[src/hdl/bpsq_pkg.sv]
package bpsq_pkg;

  localparam int GAP_TIMER_BITS = 24;
  localparam int MAX_LEVEL      = 15;
  localparam int PWM_MAX_PERIOD = 1024;

  // Register indexes on the configuration port
  localparam logic [2:0] REG_BOOST_PERIOD     = 3'd0;
  localparam logic [2:0] REG_BOOST_ON_TICKS   = 3'd1;
  localparam logic [2:0] REG_PULSES_PER_LEVEL = 3'd2;
  localparam logic [2:0] REG_INTENSITY_LEVEL  = 3'd3;
  localparam logic [2:0] REG_PAIR_COUNT       = 3'd4;
  localparam logic [2:0] REG_TRIG_WIDTH_US    = 3'd5;
  localparam logic [2:0] REG_TRIG_GAP_US      = 3'd6;
  localparam logic [2:0] REG_SENSE_GAP_US     = 3'd7;

  // Phase codes as seen on seq_phase_out
  localparam logic [2:0] PHASE_CODE_IDLE      = 3'd0;
  localparam logic [2:0] PHASE_CODE_BOOST_A   = 3'd1;
  localparam logic [2:0] PHASE_CODE_TRIG_A    = 3'd2;
  localparam logic [2:0] PHASE_CODE_BOOST_B   = 3'd3;
  localparam logic [2:0] PHASE_CODE_TRIG_B    = 3'd4;
  localparam logic [2:0] PHASE_CODE_GAP_TRIG  = 3'd5;
  localparam logic [2:0] PHASE_CODE_GAP_SENSE = 3'd6;

  typedef struct packed {
    logic [10:0]               boost_period;
    logic [10:0]               boost_on_ticks;
    logic [7:0]                pulses_per_level;
    logic [3:0]                intensity_level;
    logic [7:0]                pair_count;
    logic [15:0]               trig_width_us;
    logic [GAP_TIMER_BITS-1:0] trig_gap_us;
    logic [GAP_TIMER_BITS-1:0] sense_gap_us;
  } cfg_t;

  typedef enum logic [6:0] {
    PH_IDLE      = 7'b0000001,
    PH_BOOST_A   = 7'b0000010,
    PH_TRIG_A    = 7'b0000100,
    PH_BOOST_B   = 7'b0001000,
    PH_TRIG_B    = 7'b0010000,
    PH_GAP_TRIG  = 7'b0100000,
    PH_GAP_SENSE = 7'b1000000
  } phase_t;

  typedef struct packed {
    phase_t     phase;
    logic [7:0] reps;
  } enter_t;

endpackage

[src/hdl/bpsq_cfg_regs.sv]
module bpsq_cfg_regs (
  input  logic               clk,
  input  logic               rst_n,
  input  logic               psel,
  input  logic               penable,
  input  logic               pwrite,
  input  logic [4:0]         paddr,
  input  logic [31:0]        pwdata,
  output logic [31:0]        prdata,
  output bpsq_pkg::cfg_t     cfg
);

  bpsq_pkg::cfg_t cfg_r;
  bpsq_pkg::cfg_t cfg_nxt;
  logic           wr_en;
  logic [2:0]     reg_idx;

  assign wr_en   = psel & penable & pwrite;
  assign reg_idx = paddr[4:2];
  assign cfg     = cfg_r;

  always_comb begin
    cfg_nxt = cfg_r;
    if (wr_en) begin
      case (reg_idx)
        bpsq_pkg::REG_BOOST_PERIOD:     cfg_nxt.boost_period     = pwdata[10:0];
        bpsq_pkg::REG_BOOST_ON_TICKS:   cfg_nxt.boost_on_ticks   = pwdata[10:0];
        bpsq_pkg::REG_PULSES_PER_LEVEL: cfg_nxt.pulses_per_level = pwdata[7:0];
        bpsq_pkg::REG_INTENSITY_LEVEL:  cfg_nxt.intensity_level  = pwdata[3:0];
        bpsq_pkg::REG_PAIR_COUNT:       cfg_nxt.pair_count       = pwdata[7:0];
        bpsq_pkg::REG_TRIG_WIDTH_US:    cfg_nxt.trig_width_us    = pwdata[15:0];
        bpsq_pkg::REG_TRIG_GAP_US:
          cfg_nxt.trig_gap_us = pwdata[bpsq_pkg::GAP_TIMER_BITS-1:0];
        bpsq_pkg::REG_SENSE_GAP_US:
          cfg_nxt.sense_gap_us = pwdata[bpsq_pkg::GAP_TIMER_BITS-1:0];
        default: cfg_nxt = cfg_r;
      endcase
    end
  end

  always_comb begin
    case (reg_idx)
      bpsq_pkg::REG_BOOST_PERIOD:     prdata = 32'(cfg_r.boost_period);
      bpsq_pkg::REG_BOOST_ON_TICKS:   prdata = 32'(cfg_r.boost_on_ticks);
      bpsq_pkg::REG_PULSES_PER_LEVEL: prdata = 32'(cfg_r.pulses_per_level);
      bpsq_pkg::REG_INTENSITY_LEVEL:  prdata = 32'(cfg_r.intensity_level);
      bpsq_pkg::REG_PAIR_COUNT:       prdata = 32'(cfg_r.pair_count);
      bpsq_pkg::REG_TRIG_WIDTH_US:    prdata = 32'(cfg_r.trig_width_us);
      bpsq_pkg::REG_TRIG_GAP_US:      prdata = 32'(cfg_r.trig_gap_us);
      bpsq_pkg::REG_SENSE_GAP_US:     prdata = 32'(cfg_r.sense_gap_us);
      default:                        prdata = 32'd0;
    endcase
  end

  always_ff @(posedge clk) begin
    if (!rst_n) begin
      cfg_r.boost_period     <= 11'd40;
      cfg_r.boost_on_ticks   <= 11'd29;
      cfg_r.pulses_per_level <= 8'd8;
      cfg_r.intensity_level  <= 4'd1;
      cfg_r.pair_count       <= 8'd6;
      cfg_r.trig_width_us    <= 16'd50;
      cfg_r.trig_gap_us      <= bpsq_pkg::GAP_TIMER_BITS'(3000);
      cfg_r.sense_gap_us     <= bpsq_pkg::GAP_TIMER_BITS'(100000);
    end else begin
      cfg_r <= cfg_nxt;
    end
  end

endmodule

[src/hdl/biphasic_stim_pulse_sequencer_core.sv]
// Channel | Direction | Transaction
// in_     | slave     | one tick: run flag
// out_    | master    | one result per tick: drives, phase, unit end on tlast
// cfg_    | APB slave | register writes and reads, pready tied high
//
// One transaction in, one out; a tick is taken every cycle while the output
// register is empty or being drained (in_tready = !out_tvalid | out_tready).
// The whole phase step, including zero-length phase skipping, is combinational
// between the sequencer state and the output register.
// Synchronous active-low reset clears the sequencer to idle and the registers
// to their defaults; a stalled result holds in the output register.
module biphasic_stim_pulse_sequencer_core (
  input  logic        clk,
  input  logic        rst_n,
  input  logic        in_tvalid,
  output logic        in_tready,
  input  logic [7:0]  in_tdata,   // [0] run, [7:1] zero
  output logic        out_tvalid,
  input  logic        out_tready,
  output logic [7:0]  out_tdata,  // [0] boost_drive, [1] pos_drive, [2] neg_drive,
                                  // [5:3] seq_phase_out, [7:6] zero
  output logic        out_tlast,  // unit_done
  input  logic        cfg_psel,
  input  logic        cfg_penable,
  input  logic        cfg_pwrite,
  input  logic [4:0]  cfg_paddr,
  input  logic [31:0] cfg_pwdata,
  output logic [31:0] cfg_prdata,
  output logic        cfg_pready
);

  localparam int GB = bpsq_pkg::GAP_TIMER_BITS;

  bpsq_pkg::cfg_t cfg;

  bpsq_cfg_regs u_cfg (
    .clk     (clk),
    .rst_n   (rst_n),
    .psel    (cfg_psel),
    .penable (cfg_penable),
    .pwrite  (cfg_pwrite),
    .paddr   (cfg_paddr),
    .pwdata  (cfg_pwdata),
    .prdata  (cfg_prdata),
    .cfg     (cfg)
  );

  assign cfg_pready = 1'b1;

  // Sequencer state
  bpsq_pkg::phase_t phase_r, phase_nxt;
  logic [GB-1:0]    timer_r, timer_nxt;
  logic [10:0]      slot_r, slot_nxt;
  logic [9:0]       pwm_r, pwm_nxt;
  logic [11:0]      pulses_r, pulses_nxt;
  logic [7:0]       reps_r, reps_nxt;

  // Output register
  logic       out_valid_r, out_valid_nxt;
  logic [7:0] out_data_r, out_data_nxt;
  logic       out_last_r, out_last_nxt;

  logic in_accept;

  // Derived configuration
  logic [3:0]    lvl_sat;
  logic [11:0]   boost_slots;
  logic [10:0]   pwm_period;
  logic          boost_ok, trig_ok, tgap_ok, sgap_ok;

  // Step intermediates
  logic               start;
  bpsq_pkg::enter_t   ent0, ent1;
  bpsq_pkg::phase_t   ph, next_ph;
  logic [GB-1:0]      timer_s;
  logic [10:0]        slot_s;
  logic [9:0]         pwm_s;
  logic [11:0]        pulses_s;
  logic [7:0]         reps_s;
  logic [10:0]        pwm_inc;
  logic               boost_o, ended, done, skip_gap;

  function automatic logic [2:0] phase_code(input bpsq_pkg::phase_t p);
    logic [2:0] c;
    case (p)
      bpsq_pkg::PH_BOOST_A:   c = bpsq_pkg::PHASE_CODE_BOOST_A;
      bpsq_pkg::PH_TRIG_A:    c = bpsq_pkg::PHASE_CODE_TRIG_A;
      bpsq_pkg::PH_BOOST_B:   c = bpsq_pkg::PHASE_CODE_BOOST_B;
      bpsq_pkg::PH_TRIG_B:    c = bpsq_pkg::PHASE_CODE_TRIG_B;
      bpsq_pkg::PH_GAP_TRIG:  c = bpsq_pkg::PHASE_CODE_GAP_TRIG;
      bpsq_pkg::PH_GAP_SENSE: c = bpsq_pkg::PHASE_CODE_GAP_SENSE;
      default:                c = bpsq_pkg::PHASE_CODE_IDLE;
    endcase
    return c;
  endfunction

  // Resolve the phase actually entered when starting at p, skipping every
  // zero-length phase. A skipped trigger gap closes one repetition; if no
  // boost, trigger or trigger gap phase is live the remaining repetitions collapse.
  function automatic bpsq_pkg::enter_t enter_phase(
    input bpsq_pkg::phase_t p,
    input logic [7:0]       reps,
    input logic             skip,
    input logic             b_ok,
    input logic             t_ok,
    input logic             tg_ok,
    input logic             sg_ok
  );
    bpsq_pkg::enter_t r;
    logic             to_gap;
    logic [7:0]       reps_dec;
    r.phase  = bpsq_pkg::PH_IDLE;
    r.reps   = reps;
    to_gap   = 1'b0;
    reps_dec = (reps != 8'd0) ? reps - 8'd1 : 8'd0;
    case (p)
      bpsq_pkg::PH_BOOST_A: begin
        if (b_ok)      r.phase = bpsq_pkg::PH_BOOST_A;
        else if (t_ok) r.phase = bpsq_pkg::PH_TRIG_A;
        else           to_gap  = 1'b1;
      end
      bpsq_pkg::PH_TRIG_A: begin
        if (t_ok)      r.phase = bpsq_pkg::PH_TRIG_A;
        else if (b_ok) r.phase = bpsq_pkg::PH_BOOST_B;
        else           to_gap  = 1'b1;
      end
      bpsq_pkg::PH_BOOST_B: begin
        if (b_ok)      r.phase = bpsq_pkg::PH_BOOST_B;
        else if (t_ok) r.phase = bpsq_pkg::PH_TRIG_B;
        else           to_gap  = 1'b1;
      end
      bpsq_pkg::PH_TRIG_B: begin
        if (t_ok) r.phase = bpsq_pkg::PH_TRIG_B;
        else      to_gap  = 1'b1;
      end
      bpsq_pkg::PH_GAP_TRIG: to_gap = 1'b1;
      bpsq_pkg::PH_GAP_SENSE: begin
        if (sg_ok && !skip) r.phase = bpsq_pkg::PH_GAP_SENSE;
      end
      default: r.phase = bpsq_pkg::PH_IDLE;
    endcase
    if (to_gap) begin
      if (tg_ok && !skip) begin
        r.phase = bpsq_pkg::PH_GAP_TRIG;
      end else if (reps_dec != 8'd0 && b_ok) begin
        r.phase = bpsq_pkg::PH_BOOST_A;
        r.reps  = reps_dec;
      end else if (reps_dec != 8'd0 && t_ok) begin
        r.phase = bpsq_pkg::PH_TRIG_A;
        r.reps  = reps_dec;
      end else if (reps_dec != 8'd0 && tg_ok) begin
        // Only the trigger gap of the next pair is live
        r.phase = bpsq_pkg::PH_GAP_TRIG;
        r.reps  = reps_dec;
      end else begin
        r.reps  = 8'd0;
        r.phase = sg_ok ? bpsq_pkg::PH_GAP_SENSE : bpsq_pkg::PH_IDLE;
      end
    end
    return r;
  endfunction

  assign in_accept = in_tvalid & in_tready;
  assign in_tready = ~out_valid_r | out_tready;

  always_comb begin
    lvl_sat = (32'(cfg.intensity_level) > bpsq_pkg::MAX_LEVEL) ?
              4'(bpsq_pkg::MAX_LEVEL) : cfg.intensity_level;
    boost_slots = 12'(cfg.pulses_per_level) * 12'(lvl_sat);
    boost_ok    = (cfg.pulses_per_level != 8'd0) && (lvl_sat != 4'd0);
    trig_ok     = (cfg.trig_width_us != 16'd0);
    tgap_ok     = (cfg.trig_gap_us != '0);
    sgap_ok     = (cfg.sense_gap_us != '0);
    if (cfg.boost_period == 11'd0)
      pwm_period = 11'd1;
    else if (32'(cfg.boost_period) > bpsq_pkg::PWM_MAX_PERIOD)
      pwm_period = 11'(bpsq_pkg::PWM_MAX_PERIOD);
    else
      pwm_period = cfg.boost_period;
  end

  always_comb begin
    start = (phase_r == bpsq_pkg::PH_IDLE) && in_tdata[0];
    ent0  = enter_phase((cfg.pair_count != 8'd0) ? bpsq_pkg::PH_BOOST_A
                                                 : bpsq_pkg::PH_GAP_SENSE,
                        cfg.pair_count, 1'b0, boost_ok, trig_ok, tgap_ok, sgap_ok);

    // State after a possible start
    ph       = phase_r;
    timer_s  = timer_r;
    slot_s   = slot_r;
    pwm_s    = pwm_r;
    pulses_s = pulses_r;
    reps_s   = reps_r;
    if (start) begin
      ph     = ent0.phase;
      reps_s = ent0.reps;
      case (ent0.phase)
        bpsq_pkg::PH_BOOST_A, bpsq_pkg::PH_BOOST_B: begin
          pulses_s = boost_slots;
          slot_s   = 11'd0;
          pwm_s    = 10'd0;
        end
        bpsq_pkg::PH_TRIG_A, bpsq_pkg::PH_TRIG_B: timer_s = GB'(cfg.trig_width_us);
        bpsq_pkg::PH_GAP_TRIG:  timer_s = cfg.trig_gap_us;
        bpsq_pkg::PH_GAP_SENSE: timer_s = cfg.sense_gap_us;
        default: timer_s = timer_r;
      endcase
    end

    // Advance the current phase by one tick
    timer_nxt  = timer_s;
    slot_nxt   = slot_s;
    pwm_nxt    = pwm_s;
    pulses_nxt = pulses_s;
    boost_o    = 1'b0;
    ended      = 1'b0;
    pwm_inc    = 11'(pwm_s) + 11'd1;
    case (ph)
      bpsq_pkg::PH_BOOST_A, bpsq_pkg::PH_BOOST_B: begin
        boost_o = (11'(pwm_s) < cfg.boost_on_ticks);
        pwm_nxt = (pwm_inc >= pwm_period) ? 10'd0 : pwm_inc[9:0];
        if (slot_s >= cfg.boost_period) begin
          slot_nxt   = 11'd0;
          pulses_nxt = (pulses_s != 12'd0) ? pulses_s - 12'd1 : 12'd0;
          ended      = (pulses_nxt == 12'd0);
        end else begin
          slot_nxt = slot_s + 11'd1;
        end
      end
      bpsq_pkg::PH_TRIG_A, bpsq_pkg::PH_TRIG_B, bpsq_pkg::PH_GAP_TRIG,
      bpsq_pkg::PH_GAP_SENSE: begin
        timer_nxt = (timer_s != '0) ? timer_s - GB'(1) : '0;
        ended     = (timer_nxt == '0);
      end
      default: ended = 1'b0;
    endcase

    // Pick the following phase; a finished gap skips itself on re-entry
    case (ph)
      bpsq_pkg::PH_BOOST_A: next_ph = bpsq_pkg::PH_TRIG_A;
      bpsq_pkg::PH_TRIG_A:  next_ph = bpsq_pkg::PH_BOOST_B;
      bpsq_pkg::PH_BOOST_B: next_ph = bpsq_pkg::PH_TRIG_B;
      bpsq_pkg::PH_TRIG_B:  next_ph = bpsq_pkg::PH_GAP_TRIG;
      default:              next_ph = ph;
    endcase
    skip_gap = (ph == bpsq_pkg::PH_GAP_TRIG) || (ph == bpsq_pkg::PH_GAP_SENSE);
    ent1 = enter_phase(next_ph, reps_s, skip_gap, boost_ok, trig_ok, tgap_ok, sgap_ok);

    phase_nxt = ph;
    reps_nxt  = reps_s;
    if (ended) begin
      phase_nxt = ent1.phase;
      reps_nxt  = ent1.reps;
      case (ent1.phase)
        bpsq_pkg::PH_BOOST_A, bpsq_pkg::PH_BOOST_B: begin
          pulses_nxt = boost_slots;
          slot_nxt   = 11'd0;
          pwm_nxt    = 10'd0;
        end
        bpsq_pkg::PH_TRIG_A, bpsq_pkg::PH_TRIG_B: timer_nxt = GB'(cfg.trig_width_us);
        bpsq_pkg::PH_GAP_TRIG:  timer_nxt = cfg.trig_gap_us;
        bpsq_pkg::PH_GAP_SENSE: timer_nxt = cfg.sense_gap_us;
        default: timer_nxt = timer_nxt;
      endcase
    end

    done = (start && ent0.phase == bpsq_pkg::PH_IDLE) ||
           (ended && ent1.phase == bpsq_pkg::PH_IDLE);

    out_data_nxt = {2'b00, phase_code(ph),
                    (ph == bpsq_pkg::PH_TRIG_B), (ph == bpsq_pkg::PH_TRIG_A), boost_o};
    out_last_nxt = done;

    if (in_accept)
      out_valid_nxt = 1'b1;
    else if (out_tready)
      out_valid_nxt = 1'b0;
    else
      out_valid_nxt = out_valid_r;
  end

  always_ff @(posedge clk) begin
    if (!rst_n) begin
      phase_r     <= bpsq_pkg::PH_IDLE;
      timer_r     <= '0;
      slot_r      <= 11'd0;
      pwm_r       <= 10'd0;
      pulses_r    <= 12'd0;
      reps_r      <= 8'd0;
      out_valid_r <= 1'b0;
    end else begin
      out_valid_r <= out_valid_nxt;
      if (in_accept) begin
        phase_r  <= phase_nxt;
        timer_r  <= timer_nxt;
        slot_r   <= slot_nxt;
        pwm_r    <= pwm_nxt;
        pulses_r <= pulses_nxt;
        reps_r   <= reps_nxt;
      end
    end
  end

  // Payload only loads with a transaction
  always_ff @(posedge clk) begin
    if (in_accept) begin
      out_data_r <= out_data_nxt;
      out_last_r <= out_last_nxt;
    end
  end

  assign out_tvalid = out_valid_r;
  assign out_tdata  = out_data_r;
  assign out_tlast  = out_last_r;

endmodule

[config.mk]
export PLATFORM = sky130hd
export DESIGN_NAME = biphasic_stim_pulse_sequencer_core
export DESIGN_NICKNAME = d
export VERILOG_FILES = /design/src/hdl/bpsq_pkg.sv /design/src/hdl/bpsq_cfg_regs.sv /design/src/hdl/biphasic_stim_pulse_sequencer_core.sv
export SDC_FILE = /design/constraint.sdc
export NUM_CORES = 1
export LEC_CHECK = 0
export CORE_MARGIN = 2
export CORE_UTILIZATION = 35
export CTS_CLUSTER_SIZE = 14
export DETAILED_ROUTE_END_ITERATION = 6
export DONT_BUFFER_PORTS = 1
export GPL_TIMING_DRIVEN = 0
export SLEW_MARGIN = 20
export SYNTH_ARGS = -nofsm -noshare
export SYNTH_HDL_FRONTEND = slang
export SYNTH_HIERARCHICAL = 1
export SYNTH_SLANG_ARGS = --single-unit
[constraint.sdc]
create_clock -name clk -period 7.9 [get_ports clk]
set_input_delay 1.58 -clock clk [delete_from_list [all_inputs] [get_ports clk]]
set_output_delay 1.58 -clock clk [all_outputs]
set_load 0.01 [all_outputs]
==> impl_metrics.csv, run 1 <==
group,metric,value,unit
outcome,outcome,"finished, violations left",
outcome,violations,"design-rule violations",
power_and_ir_drop,finalPower,2.33,mW
critical_path,critPathMaxFanout,19,
critical_path,r2r_setup_slack,0.48,ns
die,die_height,210,um
power_and_ir_drop,powerDensity,145,mW/mm2
detailed_routing,wl_met1,25000,um
critical_path,worstSetupPathType,"reg2reg",
detailed_routing,routed-wl-met3,4860,um
die,std_cell_rows,75,
timing,rsz0062_at_grt,"false",
global_route,grt_pass1_wl,87900,um
detailed_routing,ant_nets,0,
detailed_routing,drc,5,
cts,clkTransAtPathRegs,0.08,ns
detailed_routing,drt_iter0_markers,1981,
detailed_routing,wl_per_cell,23.2,um
critical_path,cp.arrival,7.81,ns
timing,max_freq,135,MHz
hold_path,worstHoldPathType,"reg2reg",
cells_and_area,drive_above_1_share,7.48,%
cells_and_area,final_cell_mix,"nand2_1 (312), dfxtp_1 (179), nor2_1 (142)",
placement,placed_area,0.0155,mm2
logic_synthesis,async_flop_share,0,%
critical_path,reg2reg_to,"pwm_r[7]",
power_and_ir_drop,leakage,6.04,nW
cells_and_area,insertedDiodeCount,0,
die,start_util,35.3,%
logic_synthesis,synth_ff_type,"dfxtp_1",
timing,final_hold_viol_count,0,
power_and_ir_drop,ir_worst_vdd,0.158,mV
placement,dp_hpwl,45500,um
cts,clock_latency,0.47,ns
logic_synthesis,synthDistinctLibCells,94,
detailed_routing,dr.pass1.iters,7,
global_route,grt_max_degree,20,
cells_and_area,final_common_cell,"nand2_1",
cells_and_area,nets,2084,
cts,cts_setup_buffers,0,
critical_path,crit_required,8.29,ns
cts,cts_tree,"done",
cells_and_area,multi_input_area,0.0102,mm2
timing,period_share,94.0,%
cts,numCtsBuffers,17,
timing,relSlewSlack,21.7,%
timing,setup_violations,0,
logic_synthesis,avgSynthCellArea,7.63,um2
timing,worstMarginPinSlew,1.16,ns
placement,gp_congestion,0.969,
cts,cts-root-buf,"clkbuf_16",
critical_path,cp-start-kind,"register",
cts,ctsLongestPathBuffers,2,
placement,io_buffers,0,
critical_path,worstSetupEndpointType,"register",
die,dieArea,0.0439,mm2
cells_and_area,fin_area,0.0161,mm2
run,maxCapViolCount,0,
global_route,grtUsageTotal,26.2,%
cells_and_area,seq_area,0.00379,mm2
die,dieWidth,210,um
global_route,grt_pass1_vias,14400,
timing,skew,0.0148,ns
critical_path,ff2ff_path_depth,24,
logic_synthesis,yosysWarningCount,6,
cells_and_area,fillers,4442,
cells_and_area,fin_cells,2518,
timing,slew_violations,0,
critical_path,crit_start,"u_cfg/cfg[72]",
logic_synthesis,synth_seq_area_share,25.7,%
placement,placedCellCount,2487,
die,ios,96,
logic_synthesis,syn_inst,1938,
detailed_routing,vias_per_cell,6.14,
detailed_routing,met2WireLength,26300,um
critical_path,crit-reg2reg-launch,"u_cfg/cfg[72]",
cells_and_area,syn2layout_area_growth,9.17,%
die,core,0.0419,mm2
cts,cts.sinks,186,
logic_synthesis,synth_area,0.0148,mm2
timing,period_minus_slack,7.42,ns
logic_synthesis,synth_edf_count,7,
detailed_routing,routed_wirelength,58400,um
detailed_routing,routed-via-count,15500,
logic_synthesis,ys_seq_elements,186,
global_route,grt.overflow.total,0,
global_route,antenna_found_initial,0,
cts,cts_max_level,4,
detailed_routing,dr.max_layer_used,"met4",
critical_path,setup.worst_path.end,"pwm_r[7]",
stage by stage:
step	setup slack (ns)	util (%)	setup TNS, ns	hold slack (ns)
floorplan	1.73	-	0	0.417
global placement	-0.761	37.0	-22.78	0.436
detailed placement	-0.692	37.0	-20.90	0.444
CTS	0.109	38.5	0	0.467
global route	0.0757	38.6	0	0.499
finish	0.477	38.6	0	0.463
worst min-delay path by stage:
stage	cells after the start	slack (ns)	to	start
after floorplan	2	0.42	pulses_r[8]	pulses_r[8]
after global placement	2	0.44	pulses_r[8]	pulses_r[8]
after detailed placement	2	0.44	pulses_r[8]	pulses_r[8]
after CTS	2	0.47	pulses_r[8]	pulses_r[8]
after global routing	2	0.50	slot_r[3]	slot_r[3]
final	2	0.46	pulses_r[8]	pulses_r[8]
cell type report:
type	count	share of cell area [%]
buffer	137	4.00
clock buffer	18	2.66
clock inverter	14	1.12
inverter	59	1.37
multi-input combinational	1563	63.1
sequential	186	23.5
tap	539	4.18
timing repair buffer	2	0.0620
Yosys cell counts, types with 18 or more instances:
library cell,n,share of area (%)
nand2_1,313,7.9
dfxtp_1,179,24
nor2_1,142,3.6
o21ai_0,93,3.1
clkbuf_1,88,2.2
nand3_1,79,2.7
a21oi_1,75,2.5
mux2i_1,72,4.9
inv_1,58,1.5
and2_1,55,2.3
ha_1,54,4.6
a21boi_0,53,2.7
nor3_1,40,1.4
nor4_1,35,1.5
a22o_1,27,1.6
a31oi_1,26,1.1
nor2b_1,26,1.1
buf_2,22,0.74
a22oi_1,21,1.1
and3_1,21,0.89
xnor2_1,21,1.2
o211ai_1,20,1.0
a21boi_1,19,0.97
a21o_1,18,0.91
buf_4,18,0.91
or3_1,18,0.76
cell families after synthesis:
group | Yosys count | share of synthesized area (%)
AO/OA/AOI/OAI | 536 | 26.2
XOR/XNOR | 33 | 1.96
adder cells (fa/ha/maj) | 67 | 6.26
buffers and inverters | 197 | 5.85
flip-flops | 186 | 25.7
multiplexers | 95 | 7.06
other | 3 | 0.0762
AND/OR/NAND/NOR | 821 | 27.0
report_power, final:
part | internal (mW) | switching, mW
clock | 0.483 | 0.452
combinational | 0.129 | 0.290
sequential | 0.959 | 0.0207
total | 1.57 | 0.763
critical path: stages, from the launching register on:
cell and delay [ns]:
dfxtp_1 0.35, clkbuf_1 0.21, nor4_1 0.51, a21oi_2 0.22, clkbuf_1 0.31, nand3_1 0.34
clkbuf_1 0.43, clkbuf_2 0.39, clkbuf_4 0.39, clkbuf_1 0.53, and2_1 0.27, ha_1 0.25
nor2b_1 0.13, o21a_1 0.16, o21a_1 0.16, o21a_1 0.16, o21ai_0 0.15, a21oi_1 0.09
o311a_1 0.39, o21a_1 0.30, a32o_1 0.36, a32o_1 0.39, or2_2 0.36, clkbuf_1 0.26
o21ai_0 0.22
flip-flops by register name, summed over array words and instances (netlist names):
signal / count
u_cfg/cfg: 106
timer_r: 24
pulses_r: 12
slot_r: 11
pwm_r: 10
reps_r: 8
phase_r: 7
out_tdata: 6
out_tlast: 1
out_tvalid: 1
what timing repair did:
item,in CTS,in global routing
gates resized for setup,3,7
pin swaps,0,0
hold buffers,0,0
endpoints found under the setup margin,46,44
routing by layer:
metal	vias to the layer above	GRT usage, %
met3	142	4.14
li1	7138	-
met4	0	10.4
met5	-	0
met1	7406	34.9
met2	775	42.3
No activity file was read; power rests on OpenSTA's default activity.
==> run 2: changes to the inputs <==
--- a/config.mk
+++ b/config.mk
@@ -10,7 +10,6 @@
 export CTS_CLUSTER_SIZE = 14
 export DETAILED_ROUTE_END_ITERATION = 6
 export DONT_BUFFER_PORTS = 1
-export GPL_TIMING_DRIVEN = 0
 export SLEW_MARGIN = 20
 export SYNTH_ARGS = -nofsm -noshare
 export SYNTH_HDL_FRONTEND = slang
==> impl_metrics.csv, run 2 (synthesis results as in run 1) <==
group,metric,value,unit
detailed_routing,vias_per_cell,6.11,
placement,placed_area,0.0151,mm2
critical_path,cp_common_cell,"o21a_1",
timing,skew,0.0151,ns
cells_and_area,final_cell_mix,"nand2_1 (313), dfxtp_1 (179), nor2_1 (141)",
detailed_routing,drt_iter0_markers,1614,
power_and_ir_drop,leakage,5.82,nW
cells_and_area,post-route-util,37.4,%
timing,setup_tns,0,ns
global_route,grt_max_degree,155,
die,ios,96,
placement,placedCellCount,2376,
die,core,0.0419,mm2
critical_path,crit_required,8.26,ns
timing,relSlewSlack,22.0,%
cells_and_area,final_common_cell,"nand2_1",
cells_and_area,drive_above_1_share,6.74,%
detailed_routing,routed_wirelength,51100,um
placement,post-place-ws,0.770,ns
critical_path,worstSetupEndpointType,"register",
power_and_ir_drop,powerDensity,140,mW/mm2
power_and_ir_drop,finalPower,2.19,mW
critical_path,cp-start-kind,"primary input",
detailed_routing,dr.pass1.iters,7,
global_route,grt_pass1_vias,13900,
timing,worstMarginPinSlew,1.17,ns
cells_and_area,fillers,4371,
power_and_ir_drop,ir_worst_vdd,0.141,mV
timing,holdWs,0.457,ns
run,maxCapViolCount,0,
timing,period_minus_slack,6.72,ns
critical_path,reg2reg_to,"pulses_r[0]",
cts,clkTransAtPathRegs,0.08,ns
cts,cts_setup_buffers,0,
die,die_height,210,um
timing,setup_violations,0,
critical_path,r2r_setup_slack,1.41,ns
critical_path,crit_path_top_delay_cell,"nand3_1",
hold_path,min_path_cells,2,
global_route,antenna_found_initial,0,
cts,ctsLongestPathBuffers,2,
cells_and_area,fin_area,0.0156,mm2
critical_path,cp.arrival,7.08,ns
cts,cts-root-buf,"clkbuf_16",
hold_path,hp-start,"pulses_r[8]",
outcome,outcome,"finished, final reports clean",
critical_path,worstSetupPathType,"in2reg",
critical_path,cp_cell_sequence,"nand2_1 -> nor3_1 -> nand3_1 -> and2_1 -> ha_1 -> nor2b_1 -> o21a_1 -> o21a_1 -> o21a_1 -> o21ai_0 -> a21oi_1 -> o311a_1 -> o21ai_0 -> nor2_1 -> a32oi_1 -> a21oi_2 -> buf_4 -> a211o_1 -> a32o_1",
global_route,grt.overflow.total,0,
placement,io_buffers,0,
global_route,grtUsageTotal,23.1,%
die,dieWidth,210,um
critical_path,cp_slowest_stage_delay,0.77,ns
detailed_routing,ant_nets,0,
timing,final_hold_viol_count,0,
cts,cts_max_level,4,
cells_and_area,largest_reg_flops,106,
critical_path,ff2ff_path_depth,19,
die,std_cell_rows,75,
cells_and_area,nets,1974,
placement,dp_hpwl,36900,um
cells_and_area,insertedDiodeCount,0,
detailed_routing,drc,0,
detailed_routing,wl_per_cell,21.2,um
global_route,grt_pass1_wl,80300,um
timing,max_freq,149,MHz
detailed_routing,routed-via-count,14700,
die,dieArea,0.0439,mm2
die,start_util,35.3,%
cells_and_area,fin_cells,2408,
timing,period_share,85.1,%
hold_path,worstHoldPathType,"reg2reg",
hold_path,hold_path_end,"pulses_r[8]",
placement,gp_congestion,0.937,
cts,numCtsBuffers,17,
cts,hold_buffers,0,
cts,cts.sinks,186,
timing,fin_ws,1.18,ns
cts,cts_tree,"done",
critical_path,critPathMaxFanout,18,
timing,rsz0062_at_grt,"false",
timing,slew_violations,0,
cts,ctsResizeCount,0,
critical_path,crit-reg2reg-launch,"phase_r[1]",
cts,clock_latency,0.47,ns
cells_and_area,syn2layout_area_growth,5.85,%
[run 2: worst max path at each step]
stage                           start     endpoint  slack [ns]  depth (start not counted)
after floorplan           in_tdata[0]  timer_r[10]        1.73                         21
after global placement    in_tdata[0]  pulses_r[0]        0.86                         19
after detailed placement  in_tdata[0]  pulses_r[0]        0.77                         19
after global routing      in_tdata[0]   timer_r[4]        0.68                         19
final                     in_tdata[0]  pulses_r[0]        1.18                         19
after CTS                 in_tdata[0]  timer_r[12]        1.25                         19
[run 2: critical path, delay by kind of cell]
kind | cells | cell delay, ns
buffers and inverters | 1 | 0.22
AOI/OAI and AO/OA | 11 | 2.85
adders and majority gates | 1 | 0.29
and+or+nand+nor | 6 | 2.12
[run 2: area by class of cell]
type	instances	area, um2	share of cell area [%]
Clock buffer	18	429	2.74
Tap cell	539	674	4.31
Sequential cell	186	3790	24.2
Inverter	59	221	1.42
Timing Repair Buffer	29	218	1.39
Clock inverter	14	115	0.736
Multi-Input combinational cell	1563	10200	65.2
[run 2: power by group]
part	internal, mW	switching [mW]
registers	0.959	0.0208
clock network	0.411	0.439
logic	0.121	0.237
total	1.49	0.696
[run 2: per-layer routing]
layer | share of wire, % | track usage, %
met2 | 46 | 37.2
met4 | 2.8 | 7.85
met1 | 45 | 31.5
met5 | 0 | 0
met3 | 7.0 | 3.47
==> run 3: changes to the inputs <==
--- a/config.mk
+++ b/config.mk
@@ -5,11 +5,13 @@
 export SDC_FILE = /design/constraint.sdc
 export NUM_CORES = 1
 export LEC_CHECK = 0
+export CORE_ASPECT_RATIO = 1.25
 export CORE_MARGIN = 2
 export CORE_UTILIZATION = 35
 export CTS_CLUSTER_SIZE = 14
 export DETAILED_ROUTE_END_ITERATION = 6
 export DONT_BUFFER_PORTS = 1
+export PLACE_DENSITY = 0.57
 export SLEW_MARGIN = 20
 export SYNTH_ARGS = -nofsm -noshare
 export SYNTH_HDL_FRONTEND = slang
==> impl_metrics.csv, run 3 (synthesis results as in run 1) <==
group,metric,value,unit
outcome,outcome,"finished, final reports clean",
timing,rsz0062_at_grt,"false",
die,core,0.0418,mm2
cells_and_area,insertedDiodeCount,0,
timing,setup_violations,0,
power_and_ir_drop,leakage,5.89,nW
critical_path,r2r_setup_slack,1.40,ns
timing,period_minus_slack,6.53,ns
detailed_routing,routed_wirelength,51600,um
critical_path,ff2ff_path_depth,16,
cts,cts_setup_buffers,0,
critical_path,reg2reg_to,"slot_r[8]",
critical_path,worstSetupEndpointType,"register",
cells_and_area,final_common_cell,"nand2_1",
global_route,grt_max_degree,155,
detailed_routing,vias_per_cell,6.07,
critical_path,crit_required,8.24,ns
cts,clkTransAtPathRegs,0.08,ns
timing,setup_tns,0,ns
timing,relSlewSlack,18.4,%
critical_path,cp_slowest_stage_delay,0.73,ns
critical_path,critPathMaxFanout,10,
timing,max_freq,153,MHz
cells_and_area,syn2layout_area_growth,6.90,%
die,std_cell_rows,84,
timing,slew_violations,0,
critical_path,cp.arrival,6.87,ns
cells_and_area,final_cell_mix,"nand2_1 (313), dfxtp_1 (179), nor2_1 (141)",
cells_and_area,drive_above_1_share,7.00,%
placement,dp_hpwl,37700,um
global_route,grt.overflow.total,0,
detailed_routing,routed-via-count,14800,
cts,numCtsBuffers,17,
cts,hold_buffers,0,
cts,ctsResizeCount,0,
cts,clock_latency,0.48,ns
detailed_routing,drc,0,
cells_and_area,seq_area,0.00379,mm2
detailed_routing,wl_per_cell,21.2,um
cells_and_area,largest_reg_flops,106,
timing,skew,0.0211,ns
cts,ctsLongestPathBuffers,2,
cts,cts.sinks,186,
critical_path,worstSetupPathType,"in2reg",
die,dieArea,0.0439,mm2
timing,worstMarginPinSlew,1.22,ns
die,start_util,35.3,%
cts,cts_max_level,4,
placement,post-place-ws,1.09,ns
hold_path,hold_path_end,"pulses_r[10]",
global_route,grt_pass1_wl,80800,um
global_route,grtUsageTotal,23.3,%
hold_path,min_path_cells,2,
die,dieWidth,188,um
cells_and_area,fillers,4505,
global_route,grt_pass1_vias,14300,
run,maxCapViolCount,0,
timing,fin_ws,1.37,ns
placement,io_buffers,0,
timing,period_share,82.7,%
cts,cts_tree,"done",
critical_path,cp_cell_sequence,"nand2_1 -> or3_1 -> a221oi_4 -> buf_4 -> mux2i_1 -> nand4_2 -> o41ai_1 -> o211ai_1 -> a2111oi_2 -> nand2_1 -> nor4_1 -> buf_4 -> a2bb2oi_1 -> o22ai_1",
detailed_routing,dr.pass1.iters,6,
die,die_height,234,um
hold_path,hp-start,"pulses_r[10]",
die,ios,96,
timing,final_hold_viol_count,0,
placement,gp_congestion,0.961,
critical_path,crit_start,"in_tdata[0]",
detailed_routing,drt_iter0_markers,1422,
detailed_routing,ant_nets,0,
power_and_ir_drop,ir_worst_vdd,0.154,mV
cells_and_area,multi_input_area,0.0102,mm2
critical_path,crit_path_top_delay_cell,"o41ai_1",
global_route,antenna_found_initial,0,
cells_and_area,nets,1977,
hold_path,worstHoldPathType,"reg2reg",
critical_path,crit-reg2reg-launch,"u_cfg/cfg[42]",
critical_path,cp-start-kind,"primary input",
power_and_ir_drop,powerDensity,146,mW/mm2
cts,cts-root-buf,"clkbuf_16",
## run 3: per-stage QoR
stage	util, %	area [um2]	total power [mW]	instances	hold slack (ns)
floorplan	-	14800	1.27	1946	0.417
global placement	36.2	15100	1.35	2399	0.439
detailed placement	36.2	15100	1.35	2399	0.442
CTS	37.7	15800	2.32	2431	0.460
global route	37.8	15800	2.39	2431	0.486
finish	37.8	15800	2.31	2431	0.455
## run 3: critical path: cells and delay by family
| family | cells | cell delay (ns) |
|---|---|---|
| buffers and inverters | 2 | 0.58 |
| multiplexers | 1 | 0.59 |
| AND/OR/NAND/NOR | 5 | 1.70 |
| AO/OA/AOI/OAI | 6 | 2.40 |
## run 3: report_power, final
group / total [mW] / internal (mW) / switching [mW]
sequential: 0.980 / 0.959 / 0.0211
clock: 0.968 / 0.522 / 0.446
combinational: 0.362 / 0.121 / 0.241
total: 2.31 / 1.60 / 0.708
## run 3: how the worst max path moves through the flow
stage	end	slack, ns
after floorplan	timer_r[10]	1.73
final	slot_r[8]	1.37
after global placement	slot_r[8]	1.13
after CTS	slot_r[8]	1.55
after detailed placement	slot_r[8]	1.09
after global routing	slot_r[8]	0.99
## run 3: cell type report
type / instances / share of cell area [%]
tap: 559 / 4.43
timing repair buffer: 32 / 1.52
clock inverter: 13 / 1.28
clock buffer: 19 / 2.80
sequential: 186 / 24.0
inverter: 59 / 1.40
multi-input combinational: 1563 / 64.6
## run 3: metal layers
metal,track usage (%),part of all wire (%)
met5,0,0
met4,12.0,4.9
met2,42.5,50
met1,26.6,39
met3,3.28,5.6
